$ cat src/rtl/tsst_pkg.sv
`timescale 1ns / 1ps

package tsst_pkg;

    // Table geometry
    localparam int SLOT_COUNT      = 64;
    localparam int SLOT_IDX_W      = $clog2(SLOT_COUNT);
    // Tick count per slot, a power of two
    localparam int SLOT_TICKS_LOG2 = 10;
    localparam int SLOT_TICKS      = 1 << SLOT_TICKS_LOG2;

    // Field widths
    localparam int OP_W      = 2;
    localparam int OWNER_W   = 8;
    localparam int LEN_W     = 8;
    localparam int END_W     = 9;
    localparam int SLOT_FW   = 7;
    localparam int TIME_W    = 64;
    localparam int SLOT_NUM_W = TIME_W - SLOT_TICKS_LOG2;

    localparam logic [LEN_W-1:0] LEN_MAX = 8'hFF;

    // Opcodes
    localparam logic [OP_W-1:0] OP_UPDATE = 2'd0;
    localparam logic [OP_W-1:0] OP_DELETE = 2'd1;
    localparam logic [OP_W-1:0] OP_FETCH  = 2'd2;
    localparam logic [OP_W-1:0] OP_NOP    = 2'd3;

    typedef struct packed {
        logic [OWNER_W-1:0] owner;
        logic [LEN_W-1:0]   len;
    } t_slot_entry;

    // Controller to datapath
    typedef struct packed {
        logic load;
        logic walk;
        logic respond;
    } t_dp_cmd;

    // Datapath to controller
    typedef struct packed {
        logic range_empty;
        logic last_step;
    } t_dp_status;

endpackage

$ cat src/rtl/tsst_ctrl.sv
`timescale 1ns / 1ps

module tsst_ctrl (
    input  logic                        i_clk,
    input  logic                        i_rst_n,
    input  logic                        start,
    input  logic [tsst_pkg::OP_W-1:0]   i_opcode,
    input  tsst_pkg::t_dp_status        i_status,
    output tsst_pkg::t_dp_cmd           o_cmd,
    output logic                        busy
);

    localparam logic [1:0] ST_IDLE = 2'd0;
    localparam logic [1:0] ST_WALK = 2'd1;
    localparam logic [1:0] ST_RESP = 2'd2;

    logic [1:0] r_state;
    logic [1:0] n_state;
    logic       is_range_op;

    assign is_range_op = (i_opcode == tsst_pkg::OP_UPDATE) ||
                         (i_opcode == tsst_pkg::OP_DELETE);
    assign busy = (r_state != ST_IDLE);

    always_comb begin
        n_state       = r_state;
        o_cmd         = '0;
        unique case (r_state)
            ST_IDLE: begin
                if (start) begin
                    o_cmd.load = 1'b1;
                    if (is_range_op && !i_status.range_empty) begin
                        n_state = ST_WALK;
                    end else begin
                        n_state = ST_RESP;
                    end
                end
            end
            ST_WALK: begin
                o_cmd.walk = 1'b1;
                if (i_status.last_step) begin
                    n_state = ST_RESP;
                end
            end
            ST_RESP: begin
                o_cmd.respond = 1'b1;
                n_state       = ST_IDLE;
            end
            default: begin
                n_state = ST_IDLE;
            end
        endcase
    end

    always_ff @(posedge i_clk) begin
        if (!i_rst_n) begin
            r_state <= ST_IDLE;
        end else begin
            r_state <= n_state;
        end
    end

endmodule

$ cat src/rtl/tsst_datapath.sv
`timescale 1ns / 1ps

module tsst_datapath (
    input  logic                             i_clk,
    input  logic                             i_rst_n,
    input  tsst_pkg::t_dp_cmd                i_cmd,
    output tsst_pkg::t_dp_status             o_status,
    input  logic [tsst_pkg::OP_W-1:0]        i_opcode,
    input  logic [tsst_pkg::OWNER_W-1:0]     i_owner_id,
    input  logic [tsst_pkg::END_W-1:0]       i_end_slot,
    input  logic [tsst_pkg::SLOT_FW-1:0]     i_first_slot,
    input  logic [tsst_pkg::SLOT_FW-1:0]     i_stop_slot,
    input  logic [tsst_pkg::TIME_W-1:0]      i_now_time,
    output logic                             o_valid,
    output logic                             o_scheduled,
    output logic [tsst_pkg::OWNER_W-1:0]     o_chosen_owner,
    output logic [tsst_pkg::TIME_W-1:0]      o_slice_timeout
);

    // Slot table and per-entry written flags
    tsst_pkg::t_slot_entry r_mem [tsst_pkg::SLOT_COUNT];
    logic [tsst_pkg::SLOT_COUNT-1:0] r_written;

    // Latched command
    logic                              r_clear;
    logic                              r_is_fetch;
    logic [tsst_pkg::OWNER_W-1:0]      r_owner;
    logic [tsst_pkg::END_W-1:0]        r_end;
    logic [tsst_pkg::SLOT_FW-1:0]      r_cnt;
    logic [tsst_pkg::SLOT_FW-1:0]      r_lim;
    logic [tsst_pkg::SLOT_NUM_W-1:0]   r_slot;
    tsst_pkg::t_slot_entry             r_rd_data;
    logic                              r_rd_written;

    // Result registers
    logic                              r_valid;
    logic                              r_scheduled;
    logic [tsst_pkg::OWNER_W-1:0]      r_chosen_owner;
    logic [tsst_pkg::TIME_W-1:0]       r_slice_timeout;

    logic [tsst_pkg::SLOT_FW-1:0]      lim_in;
    logic [tsst_pkg::SLOT_FW-1:0]      n_cnt;
    logic [tsst_pkg::SLOT_IDX_W-1:0]   wr_idx;
    logic [tsst_pkg::SLOT_IDX_W-1:0]   rd_idx;
    logic [tsst_pkg::END_W-1:0]        diff;
    tsst_pkg::t_slot_entry             wr_entry;
    logic [tsst_pkg::LEN_W-1:0]        len_eff;
    logic [tsst_pkg::SLOT_NUM_W-1:0]   end_slot_num;

    // Clip the range to the table
    assign lim_in = (i_stop_slot > tsst_pkg::SLOT_FW'(tsst_pkg::SLOT_COUNT)) ?
                    tsst_pkg::SLOT_FW'(tsst_pkg::SLOT_COUNT) : i_stop_slot;
    assign n_cnt  = r_cnt + tsst_pkg::SLOT_FW'(1);
    assign o_status.range_empty = (i_first_slot >= lim_in);
    assign o_status.last_step   = (n_cnt >= r_lim);

    assign wr_idx = r_cnt[tsst_pkg::SLOT_IDX_W-1:0];
    assign rd_idx = i_now_time[tsst_pkg::SLOT_TICKS_LOG2 +: tsst_pkg::SLOT_IDX_W];
    assign diff   = r_end - tsst_pkg::END_W'(wr_idx);

    always_comb begin
        if (r_clear) begin
            wr_entry = '0;
        end else begin
            wr_entry.owner = r_owner;
            if (r_end < tsst_pkg::END_W'(wr_idx)) begin
                wr_entry.len = '0;
            end else if (diff > tsst_pkg::END_W'(tsst_pkg::LEN_MAX)) begin
                wr_entry.len = tsst_pkg::LEN_MAX;
            end else begin
                wr_entry.len = diff[tsst_pkg::LEN_W-1:0];
            end
        end
    end

    // Unwritten entries read as the reset length
    assign len_eff = r_rd_written ? r_rd_data.len :
                     (tsst_pkg::LEN_W'(tsst_pkg::SLOT_COUNT) -
                      tsst_pkg::LEN_W'(r_slot[tsst_pkg::SLOT_IDX_W-1:0]));
    assign end_slot_num = r_slot + tsst_pkg::SLOT_NUM_W'(len_eff);

    always_ff @(posedge i_clk) begin
        if (i_cmd.walk) begin
            r_mem[wr_idx] <= wr_entry;
        end
        if (i_cmd.load) begin
            r_rd_data <= r_mem[rd_idx];
        end
    end

    always_ff @(posedge i_clk) begin
        if (!i_rst_n) begin
            r_written <= '0;
        end else if (i_cmd.walk) begin
            r_written[wr_idx] <= 1'b1;
        end
    end

    always_ff @(posedge i_clk) begin
        if (i_cmd.load) begin
            r_clear      <= (i_opcode == tsst_pkg::OP_DELETE);
            r_is_fetch   <= (i_opcode == tsst_pkg::OP_FETCH);
            r_owner      <= i_owner_id;
            r_end        <= i_end_slot;
            r_cnt        <= i_first_slot;
            r_lim        <= lim_in;
            r_slot       <= i_now_time[tsst_pkg::TIME_W-1:tsst_pkg::SLOT_TICKS_LOG2];
            r_rd_written <= r_written[rd_idx];
        end else if (i_cmd.walk) begin
            r_cnt <= n_cnt;
        end
    end

    always_ff @(posedge i_clk) begin
        if (!i_rst_n) begin
            r_valid <= 1'b0;
        end else begin
            r_valid <= i_cmd.respond;
        end
    end

    always_ff @(posedge i_clk) begin
        if (i_cmd.respond) begin
            if (r_is_fetch && (len_eff != '0)) begin
                r_scheduled     <= 1'b1;
                r_chosen_owner  <= r_rd_written ? r_rd_data.owner : '0;
                r_slice_timeout <= {end_slot_num, {tsst_pkg::SLOT_TICKS_LOG2{1'b0}}};
            end else begin
                r_scheduled     <= 1'b0;
                r_chosen_owner  <= '0;
                r_slice_timeout <= '0;
            end
        end
    end

    assign o_valid         = r_valid;
    assign o_scheduled     = r_scheduled;
    assign o_chosen_owner  = r_chosen_owner;
    assign o_slice_timeout = r_slice_timeout;

endmodule

$ cat src/rtl/time_slot_schedule_table_unit.sv
`timescale 1ns / 1ps
// A fetch, a no-op or an empty range goes from idle straight to the respond state; the
// result strobe is registered from the respond state. An update or delete over n slots walks
// its range first, one slot a cycle. The next beat is taken in the cycle the result strobe is
// high, so a new beat is not taken before the last result is out.
// Results are strobed for one cycle; the receiver cannot stall.
// Reset: synchronous, active low; the table reads as its reset content at once, no clear pass.

module time_slot_schedule_table_unit (
    input  logic                             i_clk,
    input  logic                             i_rst_n,
    input  logic                             start,
    output logic                             busy,
    input  logic [tsst_pkg::OP_W-1:0]        i_opcode,
    input  logic [tsst_pkg::OWNER_W-1:0]     i_owner_id,
    input  logic [tsst_pkg::END_W-1:0]       i_end_slot,
    input  logic [tsst_pkg::SLOT_FW-1:0]     i_first_slot,
    input  logic [tsst_pkg::SLOT_FW-1:0]     i_stop_slot,
    input  logic [tsst_pkg::TIME_W-1:0]      i_now_time,
    output logic                             o_valid,
    output logic                             o_scheduled,
    output logic [tsst_pkg::OWNER_W-1:0]     o_chosen_owner,
    output logic [tsst_pkg::TIME_W-1:0]      o_slice_timeout
);

    // Command and status between the sequencer and the table datapath
    tsst_pkg::t_dp_cmd    dp_cmd;
    tsst_pkg::t_dp_status dp_status;

    // Sequencer: take a beat when idle, walk the range one slot a cycle, then respond.
    tsst_ctrl u_ctrl (
        .i_clk    (i_clk),
        .i_rst_n  (i_rst_n),
        .start    (start),
        .i_opcode (i_opcode),
        .i_status (dp_status),
        .o_cmd    (dp_cmd),
        .busy     (busy)
    );

    // Datapath: slot table memory, written flags, range counter and result registers.
    // A fetch reads the table in the accept cycle; the timeout is formed in the respond cycle.
    tsst_datapath u_datapath (
        .i_clk           (i_clk),
        .i_rst_n         (i_rst_n),
        .i_cmd           (dp_cmd),
        .o_status        (dp_status),
        .i_opcode        (i_opcode),
        .i_owner_id      (i_owner_id),
        .i_end_slot      (i_end_slot),
        .i_first_slot    (i_first_slot),
        .i_stop_slot     (i_stop_slot),
        .i_now_time      (i_now_time),
        .o_valid         (o_valid),
        .o_scheduled     (o_scheduled),
        .o_chosen_owner  (o_chosen_owner),
        .o_slice_timeout (o_slice_timeout)
    );

endmodule

$ cat config.mk
export PLATFORM = sky130hd
export DESIGN_NAME = time_slot_schedule_table_unit
export DESIGN_NICKNAME = d
export VERILOG_FILES = /design/src/rtl/tsst_pkg.sv /design/src/rtl/tsst_ctrl.sv /design/src/rtl/tsst_datapath.sv /design/src/rtl/time_slot_schedule_table_unit.sv
export SDC_FILE = /design/constraint.sdc
export NUM_CORES = 1
export LEC_CHECK = 0
export BUFFER_PORTS_ARGS = -buffer_cell sky130_fd_sc_hd__buf_2
export CORE_ASPECT_RATIO = 0.75
export CORE_UTILIZATION = 30
export CTS_CLUSTER_DIAMETER = 120
export DETAILED_ROUTE_END_ITERATION = 8
export GPL_TIMING_DRIVEN = 0
export PLACE_DENSITY = 0.53
export SLEW_MARGIN = 15
export SYNTH_ARGS = -nofsm -noshare
export SYNTH_HDL_FRONTEND = slang
export SYNTH_HIERARCHICAL = 1
export SYNTH_SLANG_ARGS = --single-unit
$ cat constraint.sdc
create_clock -name i_clk -period 7 [get_ports i_clk]
set_input_delay 0.7 -clock i_clk [delete_from_list [all_inputs] [get_ports i_clk]]
set_output_delay 0.7 -clock i_clk [all_outputs]
set_load 0.005 [all_outputs]
==> results of run 1 <==
layout make-up:
type	instances	area (um^2)
fillers	15100	104000
flip-flops and latches	1258	37100
multi-input cells	1073	11600
clock buffers	160	3170
well taps	2145	2680
repair buffers	231	2200
plain buffers	130	646
clock inverters	62	622
inverters	32	120
diodes	10	25.0
cell usage after synthesis, drive strengths merged (4+ instances only):
cell       n
nand3     29
inv       32
o211ai     5
o21a      66
a21oi     55
edfxtp  1191
a21o       5
dfxtp     67
mux4     272
o22ai     48
a211oi     4
or4       12
and3       8
a22oi     68
nor2b     22
ha        30
xnor2     40
nor4      11
nand4     11
o21ai     18
a221oi    10
or3        5
nand2     50
or2        6
nor3      44
mux2       8
a22o      11
nand2b    10
clkbuf    63
and2       6
nor2     156
o221ai     5
xor2      25
buf       67
path summary, 6_finish.rpt:
path | end | slack (ns) | cells after the start
worst max register to register | u_datapath/r_mem[55][4]$_DFFE_PP_ | 3.09 | 4
worst min-delay path | u_datapath/r_end[0]$_DFFE_PP_ | 0.13 | 1
worst min register to register | u_datapath/r_written[55]$_SDFFE_PN0P_ | 0.46 | 1
worst max-delay path | u_datapath/r_rd_data[10]$_DFFE_PP_ | 2.91 | 8
routing by layer:
| layer | GRT usage, % | wire (um) |
|---|---|---|
| met1 | 25.9 | 64700 |
| met3 | 3.59 | 12600 |
| met5 | 0 | 8 |
| met4 | 3.70 | 2520 |
| met2 | 22.4 | 56500 |
cell families (layout without fill, tap and decap cells):
group / count (synthesis) / count (layout)
AO/OA/AOI/OAI: 307 / 307
XOR/XNOR: 65 / 65
adder cells (fa/ha/maj): 32 / 32
buffers and inverters: 162 / 615
flip-flops: 1258 / 1258
multiplexers: 281 / 281
other: 1 / 20
AND/OR/NAND/NOR: 378 / 378
stage by stage:
| stage | instance area (um^2) | hold WS [ns] | setup slack (ns) |
|---|---|---|---|
| after floorplan | 49000 | 0.435 | 1.20 |
| after global placement | 52500 | 0.441 | -1.30 |
| after detailed placement | 54400 | 0.448 | 2.23 |
| after CTS | 58200 | 0.0500 | 3.03 |
| after global routing | 58200 | 0.0931 | 2.88 |
| final | 58200 | 0.129 | 2.91 |
where the power goes:
group	switching, mW	internal [mW]	leakage [nW]
Combinational	0.981	0.502	5.22
Sequential	0.0631	8.55	11.4
Clock	2.87	3.49	1.84
Total	3.92	12.5	18.5
registers in the layout, indices dropped and copies added (netlist names), 2 cells and up:
signal                      cells
u_datapath/r_mem             1024
u_datapath/r_written           64
u_datapath/o_slice_timeout     54
u_datapath/r_slot              54
u_datapath/r_rd_data           16
u_datapath/r_end                9
u_datapath/o_chosen_owner       8
u_datapath/r_owner              8
u_datapath/r_cnt                7
u_datapath/r_lim                7
u_ctrl/r_state                  2
worst max-delay path, cell delays in order:
cell and delay [ns]:
sky130_fd_sc_hd__buf_2 0.11, sky130_fd_sc_hd__buf_2 0.30, sky130_fd_sc_hd__buf_2 0.45, sky130_fd_sc_hd__buf_2 0.44, sky130_fd_sc_hd__buf_1 0.69, sky130_fd_sc_hd__mux4_2 0.42, sky130_fd_sc_hd__a221oi_1 0.74, sky130_fd_sc_hd__o221ai_1 0.54
==> Implementation_results.wiki, run 1 <==
{| class="wikitable"
! Metric !! Value
|-
| Result of the run || finished, final reports clean
|-
| Worst setup EP type || flop
|-
| Critical Path RT || 7.32 ns
|-
| Final core utilization || 35.9%
|-
| Source of the worst register-to-register timing path || u_ctrl/r_state[0]$_SDFFE_PN0P_
|-
| Most common cell after layout, fill and taps aside || sky130_fd_sc_hd__edfxtp_1
|-
| Count of nets after finishing || 2975
|-
| Distinct cell type count after synthesis || 57
|-
| Number of buffers inserted by port buffering || 154
|-
| Setup repair after global routing missed its margin || false
|-
| Headroom to the max-slew limit || 17.1%
|-
| WS Path Type || in -> reg
|-
| Total number of vias || 26200
|-
| EDFF count, synth || 1191
|-
| Synthesis Warnings || 6
|-
| Cell area after synthesis || 49000 um^2
|-
| Mux contribution to synthesized area || 12.7%
|-
| Max_cap viols || 0
|-
| Number of synthesized register bits || 1258
|-
| Slew at the pin closest to its max-slew limit || 1.24 ns
|-
| Die area || 165000 um^2
|-
| First-pass DRT Iterations || 7
|-
| Static leakage || 18.5 nW
|-
| Htree depth || 3
|-
| Cell type contributing the most total cell area after synthesis || sky130_fd_sc_hd__edfxtp_1
|-
| Clock Root Buffer || sky130_fd_sc_hd__clkbuf_16
|-
| Dominant combinational cell family by area after synthesis || multiplexers
|-
| Leading register cell type out of synthesis || sky130_fd_sc_hd__edfxtp_1
|-
| Initial core utilization || 30.2%
|-
| Filler-free cell count of the finished design || 5101
|-
| Hpwl dp || 94100 um
|-
| Worst setup path start || i_now_time[11]
|-
| Mean instance size in the synthesized netlist || 19.7 um^2
|-
| Sinks on the clock net || 1258
|-
| Most used cells in the layout excluding fill and tap cells || 1191 x sky130_fd_sc_hd__edfxtp_1, 272 x sky130_fd_sc_hd__mux4_2, 187 x sky130_fd_sc_hd__buf_2, 118 x sky130_fd_sc_hd__clkbuf_16, 99 x sky130_fd_sc_hd__clkbuf_1
|-
| Fraction of final layout cells with drive strength greater than 1 || 28.2%
|-
| Ratio of routed vias to standard cells || 5.14
|-
| Number of pins with negative max-slew slack in the final report || 0
|-
| Worst-path fanout max || 10
|-
| Total I/O pin count || 175
|-
| Maximum vdd ir drop || 0.000249 V
|-
| # setup viols final || 0
|-
| Post-synthesis adder-cell area fraction || 0.848%
|-
| Asr flop ratio synth || 0%
|-
| Number of antenna violations at the first check in global routing || 12
|-
| Number of buffers inserted during clock tree synthesis || 117
|-
| Final period util || 58.5%
|-
| Clk_skew || 0.0547 ns
|-
| Final Hold Fails || 0
|-
| Area of the core || 162000 um^2
|-
| Launch instance of the worst min-delay path || i_end_slot[0]
|-
| Wire length after detailed routing || 136000 um
|-
| Minimum period implied by the final worst setup slack || 4.09 ns
|-
| Die height || 352 um
|-
| Xor/xnor share of the synthesized area || 1.16%
|-
| Remaining antenna violation count || 0
|-
| Deepest clock path buffer count || 3
|-
| Number of gates resized after CTS || 0
|-
| Instance count of the mapped netlist || 2484
|-
| First-pass GRT wire length || 193000 um
|-
| Final weighted congestion in routability-driven placement || 0.867
|-
| Number of buffers inserted by hold repair at cts || 0
|-
| Total Neg Setup Slack || 0 ns
|-
| Clock transition at path regs || 0.06 ns
|-
| Ranking of synthesized cells by area || sky130_fd_sc_hd__edfxtp_1 73%, sky130_fd_sc_hd__mux4_2 13%, sky130_fd_sc_hd__dfxtp_1 2.7%
|-
| Total global-route track usage || 16.4%
|-
| Placed Instances || 4869
|-
| Postcts setup bufs || 0
|-
| Rows || 128
|-
| Synth-to-Final Area Change || 18.7%
|-
| Synth top area share || 73.0%
|-
| TritonCTS clock tree || built
|-
| Detailed router's first-iteration violation count || 3321
|-
| Maximum frequency from static timing analysis || 244 MHz
|-
| Power density over the cells || 283 nW/um^2
|-
| Startpoint class of the critical path || input pin
|-
| Drt wl/cell || 26.7 um
|-
| Maximum number of pins on one net before global-route repair || 65
|-
| Seq/Total Area, Yosys || 75.7%
|-
| Synthesized-area fraction occupied by ao, oa, aoi and oai cells || 4.31%
|-
| Hold/Removal Path Class || in -> reg
|-
| DRC viols || 0
|-
| Arrival time of the worst setup path || 4.42 ns
|-
| Horizontal extent of the die || 469 um
|-
| Global route total overflow || 0
|-
| Clock network latency to the later pin of the worst-skew pair || 0.76 ns
|-
| Number of global-route vias before repair || 25500
|-
| Overall power of the completed layout || 16.5 mW
|-
| Post-Synth Simple-Gate Area || 3.68%
|}
Power figures use the tool's default switching activity.
==> inputs of run 2 (changes only) <==
Clock period 7 ns to 4.1 ns, I/O delays scaled along.
==> run 2 against run 1 <==
The run now ends with negative setup slack left. Sequential cell count unchanged. Utilization up 0.64 points. Combinational power up 80%. Cell area up 1.8%. Critical endpoint is now u_datapath/r_rd_data[6]$_DFFE_PP_. Largest power group unchanged.
==> Implementation_results.wiki, run 2 (synthesis results as in run 1) <==
{| class="wikitable"
! Metric !! Value
|-
| Most common cell after layout, fill and taps aside || sky130_fd_sc_hd__edfxtp_1
|-
| Final weighted congestion in routability-driven placement || 0.846 (-2.4%)
|-
| Number of global-route vias before repair || 26100 (+2.6%)
|-
| Combined area of the multi-input logic cells || 11600 um^2 (about the same)
|-
| Clock Root Buffer || sky130_fd_sc_hd__clkbuf_16
|-
| TritonCTS clock tree || built
|-
| Clock network latency to the later pin of the worst-skew pair || 0.74 ns (-0.02 ns)
|-
| Number of buffers inserted during clock tree synthesis || 118 (+0.85%)
|-
| Die height || 352 um (unchanged)
|-
| Sinks on the clock net || 1258 (unchanged)
|-
| DRC viols || 0 (unchanged)
|-
| Placed instance area || 54400 um^2 (+0.12%)
|-
| Number of pins with negative max-slew slack in the final report || 0 (unchanged)
|-
| Reg area || 37100 um^2 (unchanged)
|-
| Final Hold Fails || 0 (unchanged)
|-
| Worst setup EP type || flop
|-
| Violations in the final reports || negative setup slack
|-
| Wire length after detailed routing || 138000 um (+1.5%)
|-
| Deepest clock path buffer count || 3 (unchanged)
|-
| Minimum period implied by the final worst setup slack || 4.18 ns
|-
| Register with the highest flop count || u_datapath/r_mem
|-
| Fraction of final layout cells with drive strength greater than 1 || 27.6% (-0.60 points)
|-
| Ratio of routed vias to standard cells || 5.14 (about the same)
|-
| Area of the core || 162000 um^2 (unchanged)
|-
| Overall power of the completed layout || 28.6 mW (+74%)
|-
| Static leakage || 19.0 nW (+2.4%)
|-
| Final period util || 102%
|-
| Count of nets after finishing || 3064 (+3.0%)
|-
| Total I/O pin count || 175 (unchanged)
|-
| Clk_skew || 0.0272 ns (-0.0275 ns)
|-
| Total global-route track usage || 16.6% (+0.20 points)
|-
| Drt wl/cell || 26.7 um (-0.10%)
|-
| Total Neg Setup Slack || -0.254 ns (-0.254 ns)
|-
| Postcts setup bufs || 0 (unchanged)
|-
| Fillers || 14900 (-1.3%)
|-
| Final core utilization || 36.5% (+0.64 points)
|-
| Switching power summed over all nets || 6.70 mW (+71%)
|-
| Power density over the cells || 482 nW/um^2 (+71%)
|-
| Maximum number of pins on one net before global-route repair || 44 (-32%)
|-
| Hpwl dp || 95200 um (+1.2%)
|-
| First-pass DRT Iterations || 5 (-2)
|-
| Number of buffers inserted by port buffering || 154 (unchanged)
|-
| Min setup slack post-route || -0.0797 ns (-2.99 ns)
|-
| Maximum frequency from static timing analysis || 239 MHz
|-
| Die area || 165000 um^2 (unchanged)
|-
| Internal Pwr Total || 21.9 mW (+74%)
|-
| Horizontal extent of the die || 469 um (unchanged)
|-
| Worst-path fanout max || 10 (unchanged)
|-
| Detailed router's first-iteration violation count || 3383 (+1.9%)
|-
| WS Path Type || in -> reg
|-
| Htree depth || 3 (unchanged)
|-
| Final instance area || 59200 um^2 (+1.8%)
|-
| Result of the run || finished with violations
|-
| # setup viols final || 8 (+8)
|-
| Clock transition at path regs || 0.07 ns (about the same)
|-
| Fraction of power consumed by combinational cells || 9.3% (+0.3 points)
|-
| Global route total overflow || 0 (unchanged)
|-
| Synth-to-Final Area Change || 20.9%
|-
| Total number of vias || 26600 (+1.6%)
|-
| Hold/Removal Path Class || in -> reg
|-
| Part of the power in registers || 51.5% (-0.8 points)
|-
| Max FFs per register || 1024 (unchanged)
|-
| Arrival time of the worst setup path || 4.64 ns (+0.22 ns)
|-
| Max_cap viols || 0 (unchanged)
|-
| Slew at the pin closest to its max-slew limit || 1.33 ns (+0.0899 ns)
|-
| Switching Share || 23.5% (-0.34 points)
|-
| Most used cells in the layout excluding fill and tap cells || 1191 x sky130_fd_sc_hd__edfxtp_1, 272 x sky130_fd_sc_hd__mux4_2, 187 x sky130_fd_sc_hd__buf_2, 119 x sky130_fd_sc_hd__clkbuf_16, 94 x sky130_fd_sc_hd__clkbuf_1
|-
| Number of antenna violations at the first check in global routing || 17 (+5)
|-
| Final hold slack || 0.0755 ns (-0.0531 ns)
|-
| Critical Path RT || 4.56 ns (-2.76 ns)
|-
| Remaining antenna violation count || 0 (unchanged)
|-
| Rows || 128 (unchanged)
|-
| First-pass GRT wire length || 195000 um (+1.1%)
|-
| Headroom to the max-slew limit || 11.1% (-6.0 points)
|-
| Startpoint class of the critical path || input pin
|-
| Largest regs || u_datapath/r_mem (1024), u_datapath/r_written (64)
|-
| Maximum vdd ir drop || 0.000360 V (+44%)
|-
| Clock Power Share || 39.2% (+0.6 points)
|-
| Initial core utilization || 30.2% (unchanged)
|-
| Setup repair after global routing missed its margin || false
|}
[run 2: cell types whose count changed in the layout (fill, tap and decap cells not counted), sizes merged, moves of 4 or more]
cell and change:
inv +6, bufinv +6, clkbuf -4, diode -5, clkinv -8, dlygate4sd3 +85, buf +4
[run 2: layer usage]
| metal | part of all wire [%] | GRT usage [%] |
|---|---|---|
| met5 | 0.010 | 0 |
| met4 | 2.0 | 3.49 |
| met2 | 41 | 22.4 |
| met1 | 48 | 26.3 |
| met3 | 9.4 | 4.18 |
[run 2: path summary, 6_finish.rpt]
kind                                         startpoint                               endpoint  slack (ns)  depth (start not counted)
setup / recovery                         i_now_time[11]      u_datapath/r_rd_data[6]$_DFFE_PP_       -0.08                          9
hold / removal                                    start         u_ctrl/r_state[1]$_SDFFE_PN0P_        0.08                          4
setup reg to reg          u_datapath/r_cnt[0]$_DFFE_PP_      u_datapath/r_mem[27][2]$_DFFE_PP_        0.29                         10
hold reg to reg   u_datapath/r_written[14]$_SDFFE_PN0P_  u_datapath/r_written[14]$_SDFFE_PN0P_        0.46                          1
[run 2: stage by stage]
stage	setup WS (ns)	instances
3_3_place_gp	-3.68	4792
4_1_cts	0.106	5181
3_5_place_dp	-0.305	4873
5_1_grt	0.00380	5183
2_1_floorplan	-0.112	2493
6_report	-0.0797	5185
[run 2: final cells by class]
| type | instances | area share, % |
|---|---|---|
| inverters | 32 | 0.203 |
| plain buffers | 129 | 1.10 |
| multi-input cells | 1073 | 19.6 |
| repair buffers | 320 | 5.27 |
| clock buffers | 158 | 5.36 |
| flip-flops and latches | 1258 | 62.7 |
| well taps | 2145 | 4.53 |
| diodes | 5 | 0.0211 |
| clock inverters | 65 | 1.24 |
[run 2: power by group through the flow]
stage | combinational (mW) | clock (mW) | sequential, mW
after floorplan | 1.23 | 0 | 15.0
after global routing | 2.83 | 11.9 | 14.7
final | 2.66 | 11.2 | 14.7
after CTS | 2.66 | 11.4 | 14.7
after global placement | 2.16 | 0 | 15.1
after detailed placement | 2.58 | 0 | 15.0
[run 2: critical path, stage by stage]
cell and delay (ns):
sky130_fd_sc_hd__dlygate4sd3_1 0.53, sky130_fd_sc_hd__buf_2 0.24, sky130_fd_sc_hd__buf_2 0.34, sky130_fd_sc_hd__buf_2 0.43, sky130_fd_sc_hd__clkdlybuf4s15_1 0.93, sky130_fd_sc_hd__mux4_2 0.47
sky130_fd_sc_hd__a22oi_1 0.44, sky130_fd_sc_hd__a21oi_1 0.24, sky130_fd_sc_hd__or4_1 0.54
[run 2: repair_timing]
item	in CTS	in global routing
endpoints found under the hold margin	87	0
endpoints found under the setup margin	0	9
gates resized for setup	0	6
hold buffers	85	0
